`src/design/m4inv_pkg.sv`:
```
// ----------------------------------------------------------------------------
// m4inv_pkg
// Shared constants and saturating helpers for the 4x4 fixed-point matrix inverse.
// ----------------------------------------------------------------------------
package m4inv_pkg;

  localparam int NEL = 16;
  localparam int IDX_W = 4;

  // Saturation limits for 64-bit intermediates
  localparam logic signed [63:0] S64_MAX = {1'b0, {63{1'b1}}};
  localparam logic signed [63:0] S64_MIN = {1'b1, {63{1'b0}}};

  // Saturating add of two 64-bit signed values
  function automatic logic signed [63:0] sat_add(input logic signed [63:0] a,
                                                 input logic signed [63:0] b);
    logic signed [64:0] s;
    s = {a[63], a} + {b[63], b};
    if (s[64] != s[63]) return s[64] ? S64_MIN : S64_MAX;
    return s[63:0];
  endfunction

  // Saturating subtract
  function automatic logic signed [63:0] sat_sub(input logic signed [63:0] a,
                                                 input logic signed [63:0] b);
    logic signed [64:0] s;
    s = {a[63], a} - {b[63], b};
    if (s[64] != s[63]) return s[64] ? S64_MIN : S64_MAX;
    return s[63:0];
  endfunction

  // Saturating negate
  function automatic logic signed [63:0] sat_neg(input logic signed [63:0] a);
    if (a == S64_MIN) return S64_MAX;
    return -a;
  endfunction

  // Magnitude of a 64-bit signed value
  function automatic logic [63:0] mag64(input logic signed [63:0] a);
    return a[63] ? (64'd0 - a) : a;
  endfunction

endpackage

```
`src/design/m4inv_fmul.sv`:
```
// ----------------------------------------------------------------------------
// m4inv_fmul
// Fixed-point multiplier: exact product over four 32x32 partial products,
// rounded half away from zero, saturated to 64 bits.
// ----------------------------------------------------------------------------
module m4inv_fmul #(
  parameter int FRAC_BITS = 16
) (
  input  logic               clk,
  input  logic               rst,
  input  logic               start,
  input  logic signed [63:0] a,
  input  logic signed [63:0] b,
  output logic               done,
  output logic signed [63:0] p
);
  import m4inv_pkg::*;

  logic [63:0]  xm, ym;
  logic         neg;
  logic [2:0]   step;
  logic         busy;
  logic [127:0] acc;
  logic [31:0]  xs, ys;
  logic [63:0]  pp;
  logic [127:0] rnd;
  logic [127:0] shf;

  // Select the partial product for this step
  always_comb begin
    xs = step[0] ? xm[63:32] : xm[31:0];
    ys = step[1] ? ym[63:32] : ym[31:0];
    pp = xs * ys;
    rnd = acc + (128'd1 << (FRAC_BITS - 1));
    shf = rnd >> FRAC_BITS;
  end

  // Accumulate partial products, then round and saturate
  always_ff @(posedge clk) begin
    done <= 1'b0;
    if (rst) begin
      busy <= 1'b0;
      step <= '0;
    end else if (start) begin
      xm   <= mag64(a);
      ym   <= mag64(b);
      neg  <= a[63] ^ b[63];
      acc  <= '0;
      step <= '0;
      busy <= 1'b1;
    end else if (busy) begin
      if (step == 3'd4) begin
        busy <= 1'b0;
        done <= 1'b1;
        if (shf[127:64] != 64'd0) p <= neg ? S64_MIN : S64_MAX;
        else if (neg) p <= shf[63] ? S64_MIN : -$signed(shf[63:0]);
        else p <= shf[63] ? S64_MAX : $signed(shf[63:0]);
      end else begin
        acc  <= acc + ({64'd0, pp} << (32 * (32'(step[0]) + 32'(step[1]))));
        step <= step + 3'd1;
      end
    end
  end

endmodule

```
`config.mk`:
```
export PLATFORM = sky130hd
export DESIGN_NAME = m4inv_fmul
export DESIGN_NICKNAME = d
export VERILOG_FILES = /design/src/design/m4inv_pkg.sv /design/src/design/m4inv_fmul.sv
export SDC_FILE = /design/constraint.sdc
export NUM_CORES = 2
export LEC_CHECK = 0
export BUFFER_PORTS_ARGS = -buffer_cell sky130_fd_sc_hd__buf_4
export CORE_MARGIN = 3
export CORE_UTILIZATION = 55
export DETAILED_ROUTE_END_ITERATION = 10
export PLACE_DENSITY = 0.7
export SYNTH_ARGS = -nofsm -noshare
export SYNTH_HDL_FRONTEND = slang
export SYNTH_SLANG_ARGS = --single-unit
```
`constraint.sdc`:
```
create_clock -name clk -period 24.1 [get_ports clk]
set_input_delay 4.82 -clock clk [delete_from_list [all_inputs] [get_ports clk]]
set_output_delay 4.82 -clock clk [all_outputs]
set_load 0.05 [all_outputs]
```
======== Yosys cells after proc, flatten, opt, wreduce, memory -nomap -nowiden ========
Index checks and enable logic that the tools add are counted.
storage, ports and cells
  register bits ........................... 326
cells by class
  bitwise operators ....................... 5
  shift operators ......................... 1
  $mul .................................... 1
  add/sub/neg operators ................... 7
  muxes and demuxes ....................... 15
  reductions and logical operators ........ 8
  equality and inequality tests ........... 2
operators by type and width
  operator                                                              number
  128-bit 2-to-1 mux                                                    2
  64-bit 2-to-1 mux                                                     4
  63-bit 2-to-1 mux                                                     3
  128-bit adder                                                         1
  128-bit by 16-bit adder with 128-bit output (second input constant)   1
  64-bit by 7-bit << shifter with 128-bit output                        1
  1-bit by 64-bit subtractor with 64-bit output (first input constant)  2
  32-bit by 32-bit multiplier with 64-bit output                        1
  32-bit 2-to-1 mux                                                     2
  64-bit negator                                                        1
  64-bit nonzero test                                                   1
  1-bit 2-to-1 mux                                                      4
  1-bit inverter                                                        4
  2-bit AND reduction                                                   2
  4-bit AND reduction                                                   1
  3-bit by 1-bit adder with 3-bit output (second input constant)        1
  3-bit == test (second input constant)                                 1
  3-bit AND reduction                                                   1
  3-bit OR reduction                                                    1
  1-bit by 1-bit adder with 2-bit output                                1
  2-bit != test (second input constant)                                 1
  2-bit nonzero test                                                    1
  2-bit OR reduction                                                    1
  1-bit XOR                                                             1

======== Depth between registers and ports, before layout ========
  depth after elaboration ................. 6
  depth in mapped cells ................... 50
  depth with buffers taken out ............ 44

======== Least setup slack after synthesis ========
Ideal clock, no wire load.
  kind .................................... register to register
  from .................................... register step[0]
  to ...................................... register acc[127] (data pin)
  library setup time ...................... 266 ps
  path slack .............................. 12025 ps
  arrival ................................. 11809 ps
  buffers on the path ..................... 6
  cell stages (with the launch flop) ...... 47
  cell sequence ........................... dfxtp_1 -> clkbuf_1 -> clkbuf_1 -> buf_1 -> mux2i_1 -> clkbuf_1 -> nor2_1 -> fa_1 -> fa_1 -> fa_1 -> inv_1 -> fa_1 -> inv_1 -> fa_1 -> inv_1 -> fa_1 -> inv_1 -> fa_1 -> [11 not listed] -> o31ai_1 -> a21oi_1 -> o21ai_0 -> xnor2_1 -> o22ai_1 -> ha_1 -> clkbuf_1 -> nand4_1 -> or3_1 -> or3_1 -> or3_1 -> o211ai_1 -> a31oi_1 -> o31ai_1 -> nand2_1 -> o41ai_1 -> xnor2_1 -> nor2_1
on the way
  word-level cells in the longest chain between the ends .. 6
  elaborated cells between the ends (all ways) .. 7
  classes of those cells .................. add/sub: 2; mul: 1; shift: 1; mux: 3
RTL lines
  element                                             RTL line          text
  from (decl)                                         m4inv_fmul.sv:21  logic [2:0] step;
  from (signal assigned)                              m4inv_fmul.sv:60  step <= step + 3'd1;
  32-bit 2-to-1 mux                                   m4inv_fmul.sv:31  xs = step[0] ? xm[63:32] : xm[31:0];
  32-bit by 32-bit multiplier with 64-bit output      m4inv_fmul.sv:33  pp = xs * ys;
  64-bit by 7-bit << shifter with 128-bit output (*)  m4inv_fmul.sv:59  acc <= acc + ({64'd0, pp} << (32 * (32'(step[0]) + 32'(step[1]))));
  128-bit adder (*)                                   m4inv_fmul.sv:59
  128-bit 2-to-1 mux (*)                              m4inv_fmul.sv:52  if (step == 3'd4) begin
  128-bit 2-to-1 mux (*)                              m4inv_fmul.sv:51  end else if (busy) begin
  to (signal assigned)                                m4inv_fmul.sv:59
  to (decl)                                           m4inv_fmul.sv:23  logic [127:0] acc;
Mark *: on every way between the ends. The rest lies on a longest branch, timed or not. The select of a mux whose other input is x is not followed.
A chain may end at the register's enable or synchronous reset.

======== Worst setup path after layout ========
  from .................................... register step[0]
  to ...................................... register acc[122] (data pin)
Same word-level chain as after synthesis.

==> summary.md <==
| Metric | Value |
|---|---|
| H-tree Lvls | `2` |
| Hold Crit Depth | `1` |
| Synth top area cells | `fa_1 (29%), edfxtp_1 (16%), ha_1 (8.1%)` |
| Max Cap Violations | `0` |
| Initial Utilization | `55.8%` |
| Critical path fanouts, max | `42` |
| DRT iter0 DRCs | `5979` |
| Top-count cell post-synth | `inv_1` |
| Top Ports | `196` |
| Min-delay worst type | `flop to flop` |
| CTS clk-pin slew, worst paths | `0.07 ns` |
| Num CTS Buffers | `43` |
| Synth Warn # | `0` |
| Num Clock Sinks | `326` |
| Post-synth ARST share | `0%` |
| Ys flop type | `edfxtp_1` |
| R2R cell count | `42` |
| R2r endpoint | `acc[122]` |
| Placed wire-length estimate | `164000 microns` |
| Hold Startpoint | `step[2]` |
| Gr usage total | `36.4%` |
| Final-report hold violation count | `0` |
| Via Count | `53100` |
| Mapped Nets | `8542` |
| CTS resizes | `0` |
| Detailed Route WL | `210000 microns` |
| Number of cell rows | `121` |
| RD Place Congestion | `0.977` |
| Final Max Slew Viols | `0` |
| Post-CTS Hold Buffers | `0` |
| Wire per inst | `24.5 microns` |
| RSZ-0062 raised after global routing | `no` |
| Post-Syn Area | `0.0611 sq mm` |
| Synthesized netlist cell count | `7118` |
| Largest net degree at the start of global routing | `95` |
| CP max-delay cell | `mux2i_4` |
| CTS tree | `built` |
| Crit path time final | `15.00 ns` |
| Avg Synthesized Cell Area | `8.59 sq um` |
| Worst-margin pin slew | `1.27 ns` |
| Die width | `339 microns` |
| Height of the die | `339 microns` |
| Startpoint types | `flop` |
| Critical Path End Type | `flop` |
| Area Growth Syn to Fin | `7.18%` |
| Global-route wire length before repair | `320000 microns` |
| Crit path top cell by count | `fa_1` |
| Setup violators final | `0` |
| GR Overflow Total | `0` |
| Max Fclk | `0.0667 GHz` |
| Number of remaining DRC errors | `0` |
| Vias per cell | `6.18` |
| CTS max path bufs | `3` |
| Yosys top cell area share | `29.4%` |
| Initial antenna violation count | `4` |
| Final period util | `62.2%` |
| Die area | `0.115 sq mm` |
| Fin Setup TNS | `0 ns` |
| Slowest Stage Delay on Critical Path | `0.95 ns` |
| Endpoint, Worst Hold | `done` |
| Antenna Nets Post-Route | `0` |
| CTS Root Cell | `clkbuf_16` |
| Port buffer count | `195` |
| Synth unique cells | `77` |
| Worst clock skew | `0.0379 ns` |
| Total core area | `0.110 sq mm` |
| Top cells by count, synth | `inv_1 (1008), nor2_1 (993), fa_1 (897), nand2_1 (753), ha_1 (396)` |
| Final net count | `8510` |
| Status | `finished, final reports clean` |
| Number of flops mapped to enable cells by yosys | `321` |
| Setup Buffers After CTS | `0` |
| TritonRoute pass-1 iters | `9` |
| Crit path kind | `flop to flop` |
| Synth Register Bits | `326` |
| Layout cells sized above 1 | `7.09%` |
| Worst reg2reg setup slack | `9.10 ns` |
| Critical Path AT | `15.36 ns` |
| FF-to-FF Start | `step[0]` |
| WP data required | `24.46 ns` |
| Post-synthesis sequential area ratio | `15.9%` |
| Filler cells | `9806` |
| Largest area contributor in the netlist | `fa_1` |
| Vias in the first global route | `52600` |
| Insertion delay to the later sink of the worst-skew pair | `0.66 ns` |
| Slew margin rel. | `14.4%` |
==> routing by layer <==
| layer | vias to the layer above | global-route usage, % | routed length, microns |
|---|---|---|---|
| met5 | - | 0 | 0 |
| met4 | 0 | 15.0 | 10500 |
| met3 | 562 | 10.7 | 26800 |
| met2 | 3117 | 52.3 | 87600 |
| met1 | 26000 | 51.4 | 85700 |
| li1 | 23400 | - | - |
==> placed cells by master, fill, tap and decap left out, drive strengths merged, types with 80 or more instances in the layout <==
master / instances
inv: 1017
nor2: 993
fa: 897
nand2: 753
ha: 396
edfxtp: 321
xnor2: 290
a21oi: 288
buf: 287
o21ai: 235
a21o: 149
nand4: 136
xor2: 117
nand3: 95
mux2i: 93
nor3: 90
and2: 80
==> state kept, by name, indices dropped and copies added, names as in the netlist <==
name	count
acc	128
p	64
xm	64
ym	64
step	3
busy	1
done	1
neg	1
==> critical path: cells and delay by family (launching register included) <==
family / cells / cell delay, ns
AOI/OAI and AO/OA: 14 / 5.01
xor gates and xnor gates: 1 / 0.28
adders and majority gates: 10 / 5.08
buffers and inverters: 6 / 1.00
DFF: 1 / 0.81
muxes: 2 / 1.19
and+or+nand+nor: 9 / 1.24
==> cell type report <==
type | instances | area, sq um | area share, %
Timing Repair Buffer | 287 | 2150 | 3.29
Multi-Input combinational cell | 5419 | 46500 | 71.0
Tap cell | 1476 | 1850 | 2.82
Clock inverter | 31 | 343 | 0.523
Sequential cell | 326 | 9750 | 14.9
Inverter | 1009 | 3790 | 5.78
Clock buffer | 48 | 1090 | 1.67
Antenna cell | 1 | 2.50 | 0.00382
==> kinds of logic (layout without fill, tap and decap cells) <==
kind of cell               after synthesis  count (layout)  synth area share (%)
and+or+nand+nor                       2468            2468                  18.1
buffers and inverters                 1373            1375                  8.43
adders and majority gates             1293            1293                  37.5
AOI/OAI and AO/OA                     1086            1086                  11.3
xor gates and xnor gates               407             407                  5.83
DFF                                    326             326                  15.9
muxes                                  165             165                  2.85
other                                    0               1                     0
==> stage by stage <==
| stage | instance area (sq um) | setup slack, ns | util [%] | std cells | hold slack [ns] |
|---|---|---|---|---|---|
| 5_1_grt | 65500 | 8.83 | 59.8 | 8596 | 0.547 |
| 2_1_floorplan | 61100 | 12.03 | - | 7118 | 0.497 |
| 3_3_place_gp | 64100 | 9.79 | 58.5 | 8517 | 0.512 |
| 3_5_place_dp | 64100 | 9.50 | 58.5 | 8517 | 0.523 |
| 4_1_cts | 65500 | 9.48 | 59.8 | 8596 | 0.531 |
| 6_report | 65500 | 9.10 | 59.8 | 8597 | 0.536 |
==> how the worst max path moves through the flow <==
stage                 start  endpoint  slack [ns]  depth (start not counted)
floorplan           step[0]  acc[127]       12.03                         46
global placement    step[0]  acc[122]        9.79                         42
detailed placement  step[0]  acc[122]        9.50                         42
CTS                 step[0]  acc[122]        9.48                         42
global route        step[0]  acc[122]        8.83                         42
finish              step[0]  acc[122]        9.10                         42
Power is left out: the tool's default activity adds up to more than one toggle a clock period on the data nets, which glitch-free logic cannot reach.
