==> config.mk <==
export PLATFORM = sky130hd
export DESIGN_NAME = m4inv_fdiv
export DESIGN_NICKNAME = d
export VERILOG_FILES = /design/src/design/m4inv_pkg.sv /design/src/design/m4inv_fdiv.sv
export SDC_FILE = /design/constraint.sdc
export NUM_CORES = 1
export LEC_CHECK = 0
export BUFFER_PORTS_ARGS = -buffer_cell sky130_fd_sc_hd__buf_2
export CAP_MARGIN = 20
export CORE_UTILIZATION = 55
export CTS_CLUSTER_DIAMETER = 60
export DETAILED_ROUTE_END_ITERATION = 12
export GPL_TIMING_DRIVEN = 0
export PLACE_DENSITY = 0.77
export REMOVE_ABC_BUFFERS = 1
export SETUP_SLACK_MARGIN = 0.5
export SLEW_MARGIN = 30
export SYNTH_ARGS = -nofsm -noshare
export SYNTH_HDL_FRONTEND = slang
export SYNTH_SLANG_ARGS = --single-unit
==> constraint.sdc <==
create_clock -name clk -period 7.65 [get_ports clk]
set_input_delay 1.53 -clock clk [delete_from_list [all_inputs] [get_ports clk]]
set_output_delay 1.53 -clock clk [all_outputs]
set_load 0.02 [all_outputs]
==> src/design/m4inv_pkg.sv <==
// ----------------------------------------------------------------------------
// m4inv_pkg
// Shared constants and saturating helpers for the 4x4 fixed-point matrix inverse.
// ----------------------------------------------------------------------------
package m4inv_pkg;

  localparam int NEL = 16;
  localparam int IDX_W = 4;

  // Saturation limits for 64-bit intermediates
  localparam logic signed [63:0] S64_MAX = {1'b0, {63{1'b1}}};
  localparam logic signed [63:0] S64_MIN = {1'b1, {63{1'b0}}};

  // Saturating add of two 64-bit signed values
  function automatic logic signed [63:0] sat_add(input logic signed [63:0] a,
                                                 input logic signed [63:0] b);
    logic signed [64:0] s;
    s = {a[63], a} + {b[63], b};
    if (s[64] != s[63]) return s[64] ? S64_MIN : S64_MAX;
    return s[63:0];
  endfunction

  // Saturating subtract
  function automatic logic signed [63:0] sat_sub(input logic signed [63:0] a,
                                                 input logic signed [63:0] b);
    logic signed [64:0] s;
    s = {a[63], a} - {b[63], b};
    if (s[64] != s[63]) return s[64] ? S64_MIN : S64_MAX;
    return s[63:0];
  endfunction

  // Saturating negate
  function automatic logic signed [63:0] sat_neg(input logic signed [63:0] a);
    if (a == S64_MIN) return S64_MAX;
    return -a;
  endfunction

  // Magnitude of a 64-bit signed value
  function automatic logic [63:0] mag64(input logic signed [63:0] a);
    return a[63] ? (64'd0 - a) : a;
  endfunction

endpackage

==> src/design/m4inv_fdiv.sv <==
// ----------------------------------------------------------------------------
// m4inv_fdiv
// Restoring divider: adj * 2^FRAC_BITS / det, one quotient bit per cycle,
// rounded half away from zero and saturated to 32 bits.
// ----------------------------------------------------------------------------
module m4inv_fdiv #(
  parameter int FRAC_BITS = 16
) (
  input  logic               clk,
  input  logic               rst,
  input  logic               start,
  input  logic signed [63:0] num,
  input  logic signed [63:0] den,
  output logic               done,
  output logic signed [31:0] q
);
  import m4inv_pkg::*;

  logic [127:0] dividend;
  logic [63:0]  d;
  logic [64:0]  rem;
  logic [31:0]  quo;
  logic         big;
  logic         neg;
  logic         busy;
  logic [6:0]   pos;
  logic [64:0]  shifted;
  logic         ge;
  logic [64:0]  twice;
  logic [32:0]  qr;
  logic         fin;

  always_comb begin
    shifted = {rem[63:0], dividend[pos]};
    ge      = shifted >= {1'b0, d};
    twice   = {rem[63:0], 1'b0};
    qr      = {1'b0, quo} + ((twice >= {1'b0, d}) ? 33'd1 : 33'd0);
  end

  // Walk the 128-bit dividend from the top bit down
  always_ff @(posedge clk) begin
    done <= 1'b0;
    if (rst) begin
      busy <= 1'b0;
    end else if (start) begin
      dividend <= {64'd0, mag64(num)} << FRAC_BITS;
      d        <= mag64(den);
      neg      <= num[63] ^ den[63];
      rem      <= '0;
      quo      <= '0;
      big      <= 1'b0;
      pos      <= 7'd127;
      busy     <= 1'b1;
    end else if (busy) begin
      rem <= ge ? shifted - {1'b0, d} : shifted;
      if (ge) begin
        if (pos >= 7'd32) big <= 1'b1;
        else quo[pos[4:0]] <= 1'b1;
      end
      pos <= pos - 7'd1;
      if (pos == 7'd0) busy <= 1'b0;
    end
    // Final rounding and saturation the cycle after the last bit
    if (!rst && !start && !busy && fin) begin
      done <= 1'b1;
      if (neg) begin
        if (big || qr > 33'h080000000) q <= 32'sh80000000;
        else q <= -$signed(qr[31:0]);
      end else begin
        if (big || qr > 33'h07fffffff) q <= 32'sh7fffffff;
        else q <= $signed(qr[31:0]);
      end
    end
  end

  // Mark the cycle right after the last bit
  always_ff @(posedge clk) begin
    if (rst) fin <= 1'b0;
    else fin <= busy && pos == 7'd0 && !start;
  end

endmodule

* Yosys cells after proc, flatten, opt, wreduce, memory -nomap -nowiden
Index checks and enable logic that the tools add are counted.
Operators by class: magnitude comparators 8, multipliers 0, equality and inequality tests 1, shifts and indexed selects 0, reduce and logical (&&, ||, !) cells 19, bitwise operators 3, add/sub/neg operators 6, divide/modulo/power cells 0, mux-type cells 23
Operators by type and width (count):
- 32-bit two-way mux | 6
- 65-bit by 64-bit >= comparator with 1-bit output | 2
- 64-bit two-way mux | 2
- 1-bit by 64-bit subtractor with 64-bit output, first input constant | 2
- 63-bit two-way mux | 2
- 64-bit subtractor | 1
- 32-bit by 1-bit adder with 33-bit output | 1
- 33-bit by 31-bit > comparator with 1-bit output, second input constant | 1
- 33-bit by 32-bit > comparator with 1-bit output, second input constant | 1
- 32-bit negation | 1
- 32-bit bitwise OR | 1
- 1-bit two-way mux | 10
- 7-bit by 8-bit < comparator with 1-bit output, second input constant | 1
- 4-bit AND reduction | 2
- 1-bit binary-select mux with 7-bit select | 1
- 7-bit by 6-bit >= comparator with 1-bit output, second input constant | 1
- 7-bit logical NOT | 1
- 7-bit two-way mux | 1
- 7-bit by 1-bit subtractor with 7-bit output, second input constant | 1
- 1-bit logical AND | 6
- 5-bit by 6-bit < comparator with 1-bit output, second input constant | 1
- 2-bit nonzero test | 3
- 1-bit demux with 5-bit select | 1
- 5-bit by 1-bit >= comparator with 1-bit output, second input constant | 1
- other kinds (6) | 10
Word-level totals: bits in latches 0, bits in writable memories 0, input port bits 131, logic and storage cells 73, flip-flop bits (word level) 268, memories kept 0, ROM bits 0

* Logic depth before layout (Yosys ltp)
depth after elaboration 8, mapped depth 23, gate-level depth less buffers 20

* Worst setup path after synthesis
OpenSTA, ideal clock, no wires.
path kind input-to-reg, start in start, end reg d[0] (enable), path slack -0.342 ns, arrival time 7.372 ns, setup time 0.621 ns, cell stages on the path 4, cell sequence inv_1 > clkbuf_1 > buf_1 > nor2_1
On the way: cells in the longest elaborated chain, start to end 1
RTL lines:
- from (decl) | RTL line m4inv_fdiv.sv:11 | input logic start,
- 2-bit AND reduction (no line)
- to (signal assigned) | RTL line m4inv_fdiv.sv:47 | d <= mag64(den);
- to (decl) | RTL line m4inv_fdiv.sv:20 | logic [63:0] d;
Every way passes these cells. A chain may end at the register's enable or synchronous reset.

* Final worst setup path
start reg rem[32], end reg q[9] (data pin)
On the way: cells in the longest elaborated chain, start to end 7, elaborated cells between the ends (all ways) 11, those cells by class add/sub (2); order compare (3); mux (4); reduce/logical (2)
RTL lines:
- from (decl) | RTL line m4inv_fdiv.sv:21 | logic [64:0] rem;
- from (signal assigned) | RTL line m4inv_fdiv.sv:55 | rem <= ge ? shifted - {1'b0, d} : shifted;
- 65-bit by 64-bit >= comparator with 1-bit output * | RTL line m4inv_fdiv.sv:37 | qr = {1'b0, quo} + ((twice >= {1'b0, d}) ? 33'd1 : 33'd0);
- 1-bit two-way mux * | RTL line m4inv_fdiv.sv:37
- 32-bit by 1-bit adder with 33-bit output * | RTL line m4inv_fdiv.sv:37
- 33-bit by 31-bit > comparator with 1-bit output or 33-bit by 32-bit > comparator with 1-bit output (tied branches) | RTL line m4inv_fdiv.sv:70, m4inv_fdiv.sv:67
- 1-bit logical OR, on equally long branches | RTL line m4inv_fdiv.sv:70, m4inv_fdiv.sv:67
- 32-bit two-way mux, on equally long branches | RTL line m4inv_fdiv.sv:70, m4inv_fdiv.sv:67
- 32-bit two-way mux * | RTL line m4inv_fdiv.sv:66 | if (neg) begin
- to (signal assigned) | RTL line m4inv_fdiv.sv:68 | else q <= -$signed(qr[31:0]);
- to (signal assigned) | RTL line m4inv_fdiv.sv:71 | else q <= $signed(qr[31:0]);
- to (decl) | RTL line m4inv_fdiv.sv:15 | output logic signed [31:0] q
Mark *: on every way between the ends. The rest lies on a longest branch, timed or not.

==> metrics <==
# fillers ~2800; top post-synthesis cells by area edfxtp_1 (41%), xnor2_1 (8.4%), ha_1 (4.8%), a21oi_1 (4.3%), nand2_1 (4.1%); Clock Power Share 0.347; Area Growth Syn to Fin 13.5%; reg-to-reg startpoint rem[32]; area share of the largest cell type after synthesis 0.415; sw frac 0.313; largest net degree at the start of global routing 66; Worst-path clk slew about 0.060 ns; yosys warns 0; Reg area 8020 sq um; overall global routing resource usage 0.270; prevailing post-synth register cell edfxtp_1; Die ar. about 36000 sq um; Avg Cell Area, Syn 9.40 sq um; FFs w/ async S/R, synth 0; HP Start busy; Final ANT Viol Nets 0; P_leak just under 0.008 uW; clk root buf clkbuf_16; Setup-failing EPs final 0; status finished with violations; Worst path slowest cell or4_1; most frequent cells in the layout edfxtp_1 (265), nand2_1 (212), xnor2_1 (183); crit path DAT around 7.0 ns; RSZ-0062 raised after global routing false; CTS tree built; share of cells above drive strength 1 0.143; DRT Wirelength ~49 mm; Fin. Hold Viols 0; setup TNS 0 ns; Min Hold Slack between 0.5 and 0.6 ns; Post-synth EDFFs between 200 and 300; global-route wire length before repair between 70 and 80 mm; P_sw about 1400 uW; Worst Setup End Kind flop; vias in the first global route 15205; total vias in the final route 16326; clock buffer depth 3; Fmax roughly 0.15 GHz; pwr dens 211 nW/um^2; headroom to the max-slew limit 0.367; Mapped Cells around 2000; R2R Setup Slk between 0.9 and 1 ns; Die Y about 190 um; Port Buf Inserts roughly 160; DR pass1 iterations 9; flops & latches, synth 268; final worst path period need 6.67 ns; clock latency on the worst-skew pair between 0.5 and 0.6 ns; Max rail drop VDD between 0.1 and 0.15 mV; area of the multi-input gates 10400 sq um; crit path launch rem[32]; DP Wirelength 36.0 mm; synth unique cells between 70 and 80; area of the core around 34000 sq um; Cell Int Power around 3200 uW; Post-Syn Area between 15000 and 20000 sq um; Avg Vias per Cell 6.21; sequential share of the synthesized area 0.418; clk_skew ~0.025 ns; crit-path max FO 20; Startpoint Class flop; Worst path max stage delay around 0.65 ns; Final nets 2355; number of max-cap violations 0; commonest non-fill, non-tap cell in the layout edfxtp_1; CP dominant cell by count ha_1; cells along the critical path ha_1 -> nand4_1 -> nor4_1 -> nand3_1 -> a2111oi_0 -> a211oi_1 -> o211ai_1 -> buf_4 -> o21bai_1 -> ha_1 -> ha_1 -> nand4_1 -> or4_1 -> nor2_1 -> xnor2_1 -> or4_1 -> nor4_2 -> a21boi_4 -> a31o_2 -> a211oi_1; DRT iter0 DRCs between 1000 and 1500; reg2reg path depth 20; combinational share of power 0.257; initial antenna violation count 0; Tightest Pin Transition 0.942 ns; WS Path Type flop to flop; routability cong. between 0.9 and 1; die span in x ~190 um; total grt overflow 0; Post-route DRC 1; period utilization 0.872; FP Rows approximately 70; Worst Setup EP q[9]; CP required 8.01 ns; max-slew violation count 0; antenna cell count 0; CTS buffer count 34; worst min path class flop to flop; failing checks DRC; initial core utilization 0.557; clk sink count 268; Synth area leader edfxtp_1; WL/cell 18.5 um; number of H-tree levels 2; Flop pwr share 0.397; # IOs ~160; R2R Path End q[9]
area by class of cell:
class	count	area share
multi-input combinational	1556	0.480
clock inverter	22	0.0102
sequential	268	0.368
inverter	101	0.0174
timing repair buffer	188	0.0573
clock buffer	40	0.0410
tap	455	0.0261
worst min path at each step:
stage | cells after the start | to
2_1_floorplan | 2 | fin
3_3_place_gp | 2 | fin
3_5_place_dp | 2 | fin
4_1_cts | 2 | fin
5_1_grt | 2 | fin
6_report | 2 | fin
sequential cells by signal (all words and copies together), names as in the netlist:
register / cells
pos: 7
q: 32
fin: 1
big: 1
neg: 1
dividend: 64
busy: 1
d: 64
quo: 32
rem: 64
done: 1
per-layer routing:
layer  up-vias  track usage  wire, um
met5         -            0         0
li1       7863            -         -
met3        94       0.0430      3260
met4         0       0.0834      1270
met1      7736        0.388     22400
met2       633        0.418     21800
cells in the mapped netlist (all sizes together), types with 27 or more instances:
| cell | number |
|---|---|
| a21o | 27 |
| a21oi | 163 |
| clkbuf | 112 |
| edfxtp | 265 |
| ha | 74 |
| inv | 101 |
| nand2 | 212 |
| nand3 | 60 |
| nand4 | 49 |
| nor2 | 130 |
| nor3 | 41 |
| o21ai | 121 |
| o31ai | 42 |
| or3 | 29 |
| or4 | 32 |
| xnor2 | 183 |
| xor2 | 47 |
worst max-delay path: cells and delay by family, from the launching register on:
kind,cells,cell delay [ns]
flip-flops,1,0.40
XOR/XNOR,1,0.20
AND/OR/NAND/NOR,8,3.14
adder cells (fa/ha/maj),3,1.07
AO/OA/AOI/OAI,7,1.49
buffers and inverters,1,0.17
metrics by stage:
step	std cells	util	setup slack, ns	total power (uW)	area (sq um)
2_1_floorplan	1925	-	-0.126	2650	18700
3_3_place_gp	2543	0.584	-4.78	2950	20100
4_1_cts	2627	0.630	0.825	4600	21700
3_5_place_dp	2565	0.598	0.834	3000	20600
6_report	2630	0.632	0.983	4600	21800
5_1_grt	2630	0.632	0.521	4800	21800
power groups by stage:
stage | Sequential, uW | Combinational [uW] | Clock, uW
6_report | 1820 | 1180 | 1590
2_1_floorplan | 1840 | 806 | 0
5_1_grt | 1830 | 1300 | 1660
3_3_place_gp | 1870 | 1080 | 0
4_1_cts | 1820 | 1160 | 1620
3_5_place_dp | 1850 | 1150 | 0
timing repair:
item	CTS	global route
setup endpoints to repair	0	29
setup buffers	0	2
hold buffers	0	0
gates resized for setup	0	4
cells by family after synthesis:
kind of cell    after synthesis  share of synthesized area
simple gates                683                      0.179
compound gates              540                      0.181
flops                       268                      0.418
xor+xnor                    230                      0.105
buf+inv                     216                     0.0425
fa+ha+maj                    75                     0.0493
mux                          28                     0.0255
Power figures use the tool's default switching activity.
