### src/design/m4inv_ram.sv
// ----------------------------------------------------------------------------
// m4inv_ram
// Generic single-port-write, single-port-read RAM with registered read.
// ----------------------------------------------------------------------------
module m4inv_ram #(
  parameter int WIDTH = 32,
  parameter int DEPTH = 16
) (
  input  logic                     clk,
  input  logic                     we,
  input  logic [$clog2(DEPTH)-1:0] waddr,
  input  logic [WIDTH-1:0]         wdata,
  input  logic [$clog2(DEPTH)-1:0] raddr,
  output logic [WIDTH-1:0]         rdata
);

  logic [WIDTH-1:0] mem [DEPTH];

  // Write port and registered read
  always_ff @(posedge clk) begin
    if (we) mem[waddr] <= wdata;
    rdata <= mem[raddr];
  end

endmodule

### config.mk
export PLATFORM = sky130hd
export DESIGN_NAME = m4inv_ram
export DESIGN_NICKNAME = d
export VERILOG_FILES = /design/src/design/m4inv_ram.sv
export SDC_FILE = /design/constraint.sdc
export NUM_CORES = 1
export LEC_CHECK = 0
export BUFFER_PORTS_ARGS = -buffer_cell sky130_fd_sc_hd__buf_4
export CORE_AREA = 2 2 187 189
export CTS_BUF_LIST = sky130_fd_sc_hd__clkbuf_2 sky130_fd_sc_hd__clkbuf_4 sky130_fd_sc_hd__clkbuf_8
export DETAILED_ROUTE_END_ITERATION = 10
export DIE_AREA = 0 0 189 191
export MAX_ROUTING_LAYER = met4
export PLACE_DENSITY = 0.82
export SLEW_MARGIN = 20
export SYNTH_ARGS = -nofsm -noshare
export SYNTH_HDL_FRONTEND = slang
export SYNTH_SLANG_ARGS = --single-unit
### constraint.sdc
create_clock -name clk -period 11.3 [get_ports clk]
set_input_delay 2.26 -clock clk [delete_from_list [all_inputs] [get_ports clk]]
set_output_delay 2.26 -clock clk [all_outputs]
set_load 0.02 [all_outputs]
======== After elaboration in Yosys (flattened, before gate mapping) ========
Memory sizes are Yosys's and may differ from the RTL's. A register that Yosys moved wholly into a read port is not among the register bits.
Index checks and enable logic that the tools add are counted.
word-level totals
  bits in registers ....................... 0
  RAM bits ................................ 512
  output and inout bits ................... 32
  word-level logic and storage cells ...... 3
  memories kept ........................... 1
operators by class
  mux-type cells .......................... 2
memories
  memory  depth  bits a word  read ports  clocked after Yosys merged registers in  wr ports  line  RTL
  mem     16     32           1           1                                        1         17    logic [WIDTH-1:0] mem [DEPTH];
operators with widths
  operator          count
  1-bit 2-to-1 mux  2

======== Longest topological paths before layout ========
Gate-level depths: netlist of run 1.
  depth after elaboration ................. 2
  gate-level depth with buffers ........... 5
  gate-level depth less buffers ........... 3

======== Least setup slack after synthesis of run 1 ========
OpenSTA, ideal clock, no wires.
  path kind ............................... input to register
  from .................................... in waddr[2]
  to ...................................... mem mem[0][0], enable pin
  library setup time ...................... 0.461 ns
  arrival time ............................ 4.978 ns
  required time ........................... 10.839 ns
  slack ................................... 5.860 ns
  stages on the path ...................... 2
  path through ............................ or3b_2 > nor3_1
RTL lines
  element      line  RTL
  from (decl)  11    input logic [$clog2(DEPTH)-1:0] waddr,
  to (decl)    17
Straight into the memory's write port.

==> results.py, run 1 <==
metrics = {
    "status": {
        "status": "finished, final reports clean",
    },
    "pwr": {
        "peakVddDrop_mv": 0.0987,
        "switchingPower_uw": 857,
        "power_density_nw_per_um2": 181,
        "seqPwrFrac": 0.551,
        "power.internal_mw": 3.27,
        "p_comb_frac": 0.052,
        "swShare": 0.208,
        "leakage_nw": 7.41,
        "clockPowerShare": 0.397,
    },
    "synth": {
        "synth_edf_count": 512,
        "synthArstFlopShare": 0,
        "ys_seq_elements": 544,
        "synthesis.area_um2": 19900,
        "synth_top_area_share": 0.774,
        "synth_warnings": 0,
        "syn_avg_cell_area_um2": 23.7,
        "ys.flop_type": "edfxtp_1",
        "syn_nets": 880,
        "synth_area_leaders": "edfxtp_1 77%, mux4_2 15%, dfxtp_1 3.2%, a22oi_1 2.4%, nand2_1 0.62%",
        "synth_top_area_cell": "edfxtp_1",
        "ys_seq_area_frac": 0.807,
        "synthCells": 838,
        "netlist_top_cells_count": "512 x edfxtp_1, 128 x mux4_2, 64 x a22oi_1",
        "yosysMostFrequentCell": "edfxtp_1",
        "synth.distinct_cells": 18,
    },
    "finish": {
        "antenna_cells": 0,
        "utilization": 0.668,
        "layout-drive-gt1-share": 0.371,
        "area_growth_pct": 14.8,
        "layout.nets": 1017,
        "finalNonFillerCells": 1501,
    },
    "sta": {
        "fin_skew_ps": 17.4,
        "slew_violations": 0,
        "finalSetupTns_ps": 0,
        "fin_crit_ps": 4180,
        "tightestPinTransition_ps": 1050,
        "max_freq_mhz": 239,
        "hold_viol_final": 0,
        "period_share": 0.370,
        "rsz0062_at_grt": "no",
        "relSlewSlack": 0.297,
        "setup_viol_count_final": 0,
    },
    "global_route": {
        "first_global_vias": 9557,
        "grt_pass1_wl_mm": 58.9,
        "groute.usage.overall": 0.234,
        "globalRouteOverflowTotal": 0,
        "grt_max_degree": 71,
        "antenna_found_initial": 0,
    },
    "clocking": {
        "cts_tree": "done",
        "numCtsBuffers": 83,
        "cts_htree_levels": 3,
        "cts_hold_buf": 0,
        "clk_latency_ps": 600,
        "clockRootBuffer": "clkbuf_8",
        "cts_buffer_depth": 3,
        "post_cts_resized": 0,
        "postCtsSetupRepairBufs": 0,
        "clk_transition_reported_paths_ps": 60,
        "cts.sinks": 544,
    },
    "placement": {
        "routabilityCongestion": 0.720,
        "dp_hpwl_mm": 18.9,
        "numPortBuffers": 73,
        "dp.cells": 1345,
    },
    "setup_path": {
        "startpoint_type": "input port",
        "required_ps": 11770,
        "critPathKind": "in2reg",
        "cp_max_fo": 59,
        "reg2regPathDepth": 3,
        "end_kind": "flip-flop",
        "arrival_ps": 4650,
    },
    "routing": {
        "first_iter_violations": 1006,
        "vias": 9291,
        "viasPerCell": 6.19,
        "wl_met1_mm": 15.3,
        "post_drt_wl_per_cell_um": 26.5,
        "routed.top_layer": "met4",
        "met3WireLength_mm": 3.80,
        "totalWireLength_mm": 39.8,
        "drc": 0,
        "final_antenna_net_count": 0,
        "drt_pass1_iterations": 6,
        "met2WireLength_mm": 20.1,
    },
    "die": {
        "ios": 74,
        "core_area_um2": 34100,
        "die_area_um2": 36100,
        "num_rows": 68,
        "die_w_um": 189,
        "initial_utilization": 0.582,
        "die_h_um": 191,
    },
    "min_path": {
        "hp-class": "reg2reg",
        "hold_depth": 3,
    },
    "flow_run": {
        "drv_cap": 0,
    },
}
cell families (layout without fill, tap and decap cells):
| group | count (synthesis) | in the layout | share of synthesized area |
|---|---|---|---|
| multiplexers | 128 | 128 | 0.145 |
| AO/OA/AOI/OAI | 64 | 64 | 0.0242 |
| AND/OR/NAND/NOR | 59 | 59 | 0.0127 |
| flip-flops | 544 | 544 | 0.807 |
| buffers and inverters | 43 | 251 | 0.0112 |
registers in the layout (all words and copies together) (netlist names):
name / flops
mem: 512
rdata: 32
path summary, 6_finish.rpt:
path                   start       end  slack (ps)
setup / recovery    raddr[0]  rdata[7]        7120
hold / removal    mem[14][4]  rdata[4]         660
setup reg to reg   mem[3][6]  rdata[6]        9990
hold reg to reg   mem[14][4]  rdata[4]         660
cell type report:
class                   instances  area (um2)
flip-flops and latches        544       16000
fillers                      2005       11300
multi-input cells             251        3750
clock buffers                 122        1490
repair buffers                 95         719
well taps                     455         569
clock inverters                34         246
power by group through the flow:
stage                     Clock (mW)  Combinational [mW]  Sequential, mW
final                           1.64               0.214            2.27
after global routing            1.75               0.230            2.27
after CTS                       1.66               0.216            2.27
after detailed placement           0               0.216            2.31
after global placement             0               0.210            2.31
after floorplan                    0               0.108            2.33
worst max-delay path, stage by stage:
cell	delay (ps)
clkbuf_8	550
buf_4	780
mux4_2	600
a22oi_1	250
nand2_1	100
routing by layer:
metal	GRT usage	vias up
met5	-	-
met4	0.0589	0
met3	0.0545	60
met2	0.369	523
met1	0.315	4848
li1	-	3860
cell usage in the layout, fill, tap and decap left out, types with 2 or more instances in the layout:
cell type | netlist | routed
edfxtp_1 | 512 | 512
mux4_2 | 128 | 128
buf_4 | 11 | 94
clkbuf_8 | 0 | 93
a22oi_1 | 64 | 64
nand2_1 | 33 | 33
dfxtp_1 | 32 | 32
clkbuf_4 | 0 | 30
nor2_4 | 0 | 13
clkinv_2 | 0 | 13
clkinv_1 | 0 | 12
clkinvlp_4 | 0 | 5
nor3_2 | 0 | 4
bufinv_16 | 0 | 3
nor2b_4 | 0 | 2
nand3b_1 | 2 | 2
nand2b_1 | 2 | 2
metrics by stage:
stage | worst slack, ps | hold slack (ps) | instance area (um2) | power [mW]
after CTS | 7100 | 667 | 22800 | 4.15
after global placement | 6520 | 646 | 21100 | 2.52
after detailed placement | 6510 | 656 | 21100 | 2.53
after global routing | 6880 | 676 | 22800 | 4.25
after floorplan | 5860 | 635 | 19900 | 2.43
final | 7120 | 662 | 22800 | 4.13
No activity file was read; power rests on OpenSTA's default activity.
==> inputs of run 2 (changes only) <==
- clock period: 11.3 -> 3.9 ns (I/O delays scaled with it)
==> run 2 against run 1 <==
Against the previous run: global-route usage up 0.38 points; combinational power rose to 3.0 times the previous value; design area down 0.13%; wire length up 1.6%; clock skew up 18 ps; die area unchanged; utilization down 0.084 points; flip-flop and latch count unchanged; largest power group unchanged; non-clock buffer count up 9; critical path depth down 1; register-to-register slack worse by 7500 ps; sequential power rose to 2.9 times the previous value.
==> results.py, run 2 (synthesis results as in run 1) <==
metrics = {
    "routing": {
        "final_antenna_net_count": 0,
        "viasPerCell": 6.23,
        "first_iter_violations": 1004,
        "post_drt_wl_per_cell_um": 26.9,
        "vias": 9368,
        "drc": 0,
        "drt_pass1_iterations": 5,
        "totalWireLength_mm": 40.4,
    },
    "finish": {
        "final_common_cell": "edfxtp_1",
        "antenna_cells": 0,
        "largest_reg_flops": 512,
        "utilization": 0.667,
        "mostFrequentLayoutCells": "512 x edfxtp_1, 128 x mux4_2, 99 x buf_4",
        "layout.nets": 1024,
        "largest-register": "mem",
        "finalNonFillerCells": 1503,
        "area_growth_pct": 14.7,
        "largestRegisters": "mem: 512 flops, rdata: 32 flops",
        "layout-drive-gt1-share": 0.371,
    },
    "die": {
        "initial_utilization": 0.582,
        "num_rows": 68,
        "core_area_um2": 34100,
        "die_h_um": 191,
        "die_w_um": 189,
        "ios": 74,
        "die_area_um2": 36100,
    },
    "sta": {
        "tightestPinTransition_ps": 1050,
        "slew_violations": 0,
        "rsz0062_at_grt": "no",
        "fin_crit_ps": 2050,
        "fin_skew_ps": 35.6,
        "relSlewSlack": 0.302,
        "setup_viol_count_final": 0,
        "holdWs_ps": 462,
        "finalSetupTns_ps": 0,
        "hold_viol_final": 0,
        "period_share": 0.526,
        "max_freq_mhz": 487,
    },
    "setup_path": {
        "cp_slowest_cell": "buf_4",
        "r2r_setup_slack_ps": 2520,
        "r2r_end": "rdata[5]",
        "crit_buf_inv": 2,
        "startpoint_type": "input port",
        "critical_path_depth": 4,
        "cp_max_fo": 21,
        "critPathKind": "in2reg",
        "cp_top_family": "simple AND/OR/NAND/NOR gates",
        "r2r-start": "mem[2][5]",
        "end_kind": "flip-flop",
        "required_ps": 4120,
        "worst_path_most_repeated_cell": "buf_4",
        "crit_path_max_incr_delay_ps": 510,
        "reg2regPathDepth": 3,
        "arrival_ps": 2280,
        "crit_chain": "buf_4 -> nand2b_1 -> nor2_4 -> buf_4",
    },
    "clocking": {
        "cts_hold_buf": 0,
        "cts_htree_levels": 3,
        "numCtsBuffers": 81,
        "cts.sinks": 544,
        "postCtsSetupRepairBufs": 0,
        "cts_buffer_depth": 3,
        "cts_tree": "done",
        "clockRootBuffer": "clkbuf_8",
        "post_cts_resized": 0,
        "clk_transition_reported_paths_ps": 60,
        "clk_latency_ps": 610,
    },
    "global_route": {
        "globalRouteOverflowTotal": 0,
        "antenna_found_initial": 0,
        "groute.usage.overall": 0.238,
        "grt_pass1_wl_mm": 60.1,
        "grt_max_degree": 47,
        "first_global_vias": 9910,
    },
    "flow_run": {
        "drv_cap": 0,
    },
    "pwr": {
        "peakVddDrop_mv": 0.310,
        "power_density_nw_per_um2": 513,
        "total_power_mw": 11.7,
        "leakage_nw": 7.40,
    },
    "min_path": {
        "hp-class": "in2reg",
        "hold_depth": 1,
        "min_to": "mem[5][29]",
        "min_from": "wdata[29]",
    },
    "status": {
        "status": "finished, final reports clean",
    },
    "placement": {
        "dp_hpwl_mm": 21.1,
        "numPortBuffers": 73,
        "routabilityCongestion": 0.719,
        "dp.cells": 1354,
    },
}
==> run 2: changes by cell type in the layout (fill, tap and decap cells not counted), sizes merged <==
cell | before | now
clkinvlp | 5 | 4
bufinv | 3 | 0
clkinv | 25 | 19
inv | 1 | 2
clkbuf | 123 | 125
buf | 94 | 103
==> run 2: per-layer routing <==
layer	share of wire	wire length [um]	up-vias	GRT usage
met4	0.017	667	0	0.0643
met3	0.083	3370	68	0.0446
met1	0.40	16000	4971	0.323
met5	0	0	-	-
met2	0.50	20400	449	0.378
li1	-	-	3880	-
==> run 2: stage by stage <==
step / cell area, um2 / setup slack, ps
floorplan: 19900 / 241
detailed placement: 21200 / 1220
global placement: 21200 / 1260
global route: 22800 / 1720
CTS: 22800 / 1860
finish: 22800 / 1850
==> run 2: worst max-delay path by stage <==
stage               startpoint         end  slack [ps]
finish                waddr[0]  mem[14][3]        1850
floorplan             waddr[2]   mem[8][0]         240
global route          raddr[0]   rdata[10]        1720
CTS                   raddr[0]    rdata[7]        1860
global placement      raddr[0]   rdata[10]        1260
detailed placement    raddr[0]    rdata[7]        1220
==> run 2: power breakdown <==
group,total [mW],internal (mW),switching [mW]
registers,6.58,6.54,0.0473
clock network,4.45,2.39,2.06
logic,0.634,0.271,0.363
total,11.7,9.20,2.47
==> run 2: final cells by class <==
| cell class | instances | area (um2) |
|---|---|---|
| tap | 455 | 569 |
| timing repair buffer | 104 | 837 |
| sequential | 544 | 16000 |
| clock inverter | 25 | 129 |
| clock buffer | 124 | 1460 |
| fill | 2073 | 11400 |
| multi-input combinational | 251 | 3760 |
==> inputs of run 3 (changes only) <==
- clock period: 3.9 -> 2 ns (I/O delays scaled with it)
==> run 3 against run 2 <==
Against the previous run: critical path depth is 3 lower; design area is 2.9% higher; final cell count is 1.7% higher; first-iteration DRC count is 3.4% lower; sequential power is 95% higher; sequential share of layout area is 2.0 points lower; flip-flop and latch count stayed put; die area stayed put; global-route usage is 0.44 points higher; worst setup slack worse by 1400 ps.
==> results.py, run 3 (synthesis results as in run 1) <==
metrics = {
    "pwr": {
        "power_density_nw_per_um2": 999,
        "seqPwrFrac": 0.549,
        "power.internal_mw": 18.5,
        "peakVddDrop_mv": 0.650,
        "switchingPower_mw": 4.92,
        "total_power_mw": 23.4,
        "p_comb_frac": 0.056,
        "leakage_nw": 7.68,
        "clockPowerShare": 0.395,
        "swShare": 0.211,
    },
    "clocking": {
        "cts_htree_levels": 3,
        "cts.sinks": 544,
        "cts_tree": "done",
        "cts_hold_buf": 0,
        "clk_latency_ps": 600,
        "cts_buffer_depth": 3,
        "post_cts_resized": 0,
        "postCtsSetupRepairBufs": 0,
        "clk_transition_reported_paths_ps": 60,
        "numCtsBuffers": 82,
        "clockRootBuffer": "clkbuf_8",
    },
    "sta": {
        "tightestPinTransition_ps": 1150,
        "fin_skew_ps": 19.9,
        "slew_violations": 0,
        "fin_crit_ps": 1590,
        "hold_viol_final": 0,
        "setup_ws_ps": 412,
        "holdWs_ps": 85.6,
        "period_share": 0.794,
        "relSlewSlack": 0.229,
        "setup_viol_count_final": 0,
        "max_freq_mhz": 630,
        "rsz0062_at_grt": "no",
    },
    "setup_path": {
        "required_ps": 1600,
        "startpoint_type": "flip-flop",
        "crit_buf_inv": 1,
        "cp_top_family": "flip-flops",
        "arrival_ps": 1190,
        "crit_chain": "buf_4",
        "critPathKind": "reg2out",
        "crit_path_max_incr_delay_ps": 410,
        "cp_max_fo": 1,
        "end_kind": "output port",
        "cp_slowest_cell": "dfxtp_1",
    },
    "routing": {
        "drc": 0,
        "post_drt_wl_per_cell_um": 27.0,
        "final_antenna_net_count": 0,
        "first_iter_violations": 970,
        "drt_pass1_iterations": 5,
        "vias": 9498,
        "viasPerCell": 6.21,
        "totalWireLength_mm": 41.3,
    },
    "placement": {
        "dp_hpwl_mm": 23.4,
        "dpl_cell_area_um2": 21700,
        "numPortBuffers": 73,
        "dp_worst_setup_slack_ps": 49.1,
        "routabilityCongestion": 0.750,
    },
    "finish": {
        "fin_area_um2": 23400,
        "final_common_cell": "edfxtp_1",
        "mostFrequentLayoutCells": "512 x edfxtp_1, 128 x mux4_2, 98 x buf_4",
        "largestRegisters": "mem: 512 flops, rdata: 32 flops",
        "largest_reg_flops": 512,
        "antenna_cells": 0,
        "layout.nets": 1049,
        "utilization": 0.686,
        "layout-drive-gt1-share": 0.387,
        "area_growth_pct": 17.9,
        "largest-register": "mem",
    },
    "global_route": {
        "grtUsageMet3": 0.0406,
        "globalRouteOverflowTotal": 0,
        "busiest_layer": "met2",
        "grt_pass1_wl_mm": 60.9,
        "use_met1": 0.321,
        "antenna_found_initial": 0,
        "use_met2": 0.389,
        "grt_max_degree": 36,
        "first_global_vias": 9836,
        "groute.usage.overall": 0.242,
    },
    "min_path": {
        "hp-class": "in2reg",
    },
    "flow_run": {
        "drv_cap": 0,
    },
    "die": {
        "die_area_um2": 36100,
        "initial_utilization": 0.582,
        "die_h_um": 191,
        "core_area_um2": 34100,
        "ios": 74,
        "die_w_um": 189,
        "num_rows": 68,
    },
    "status": {
        "status": "finished, final reports clean",
    },
}
run 3: routing by layer:
layer	wire length, um	vias to the layer above
li1	-	3937
met1	15700	4980
met2	21100	499
met3	3440	82
met4	1070	0
met5	0	-
run 3: cell type report:
class                   count  area (um2)
repair buffers            128        1330
flip-flops and latches    544       16000
clock inverters            26         206
clock buffers             125        1510
well taps                 455         569
multi-input cells         251        3780
fillers                  1915       10700
run 3: power by group through the flow:
stage / combinational (mW) / clock, mW / sequential, mW
6_report: 1.31 / 9.24 / 12.8
5_1_grt: 1.40 / 9.85 / 12.8
4_1_cts: 1.33 / 9.39 / 12.8
3_5_place_dp: 1.32 / 0 / 13.1
3_3_place_gp: 1.28 / 0 / 13.1
2_1_floorplan: 0.616 / 0 / 13.1
run 3: path summary, 6_finish.rpt:
kind	from	end	slack (ps)	cells past startpoint
worst min-delay path	wdata[25]	mem[15][25]	90	1
worst max-delay path	rdata[16]	rdata[16]	410	1
worst max register to register	mem[3][21]	rdata[21]	670	3
worst min register to register	mem[14][13]	rdata[13]	650	3
run 3: through the flow:
step	std cells	setup TNS (ps)
6_report	1529	0
5_1_grt	1529	0
4_1_cts	1529	0
3_5_place_dp	1378	0
3_3_place_gp	1378	0
2_1_floorplan	838	-149440
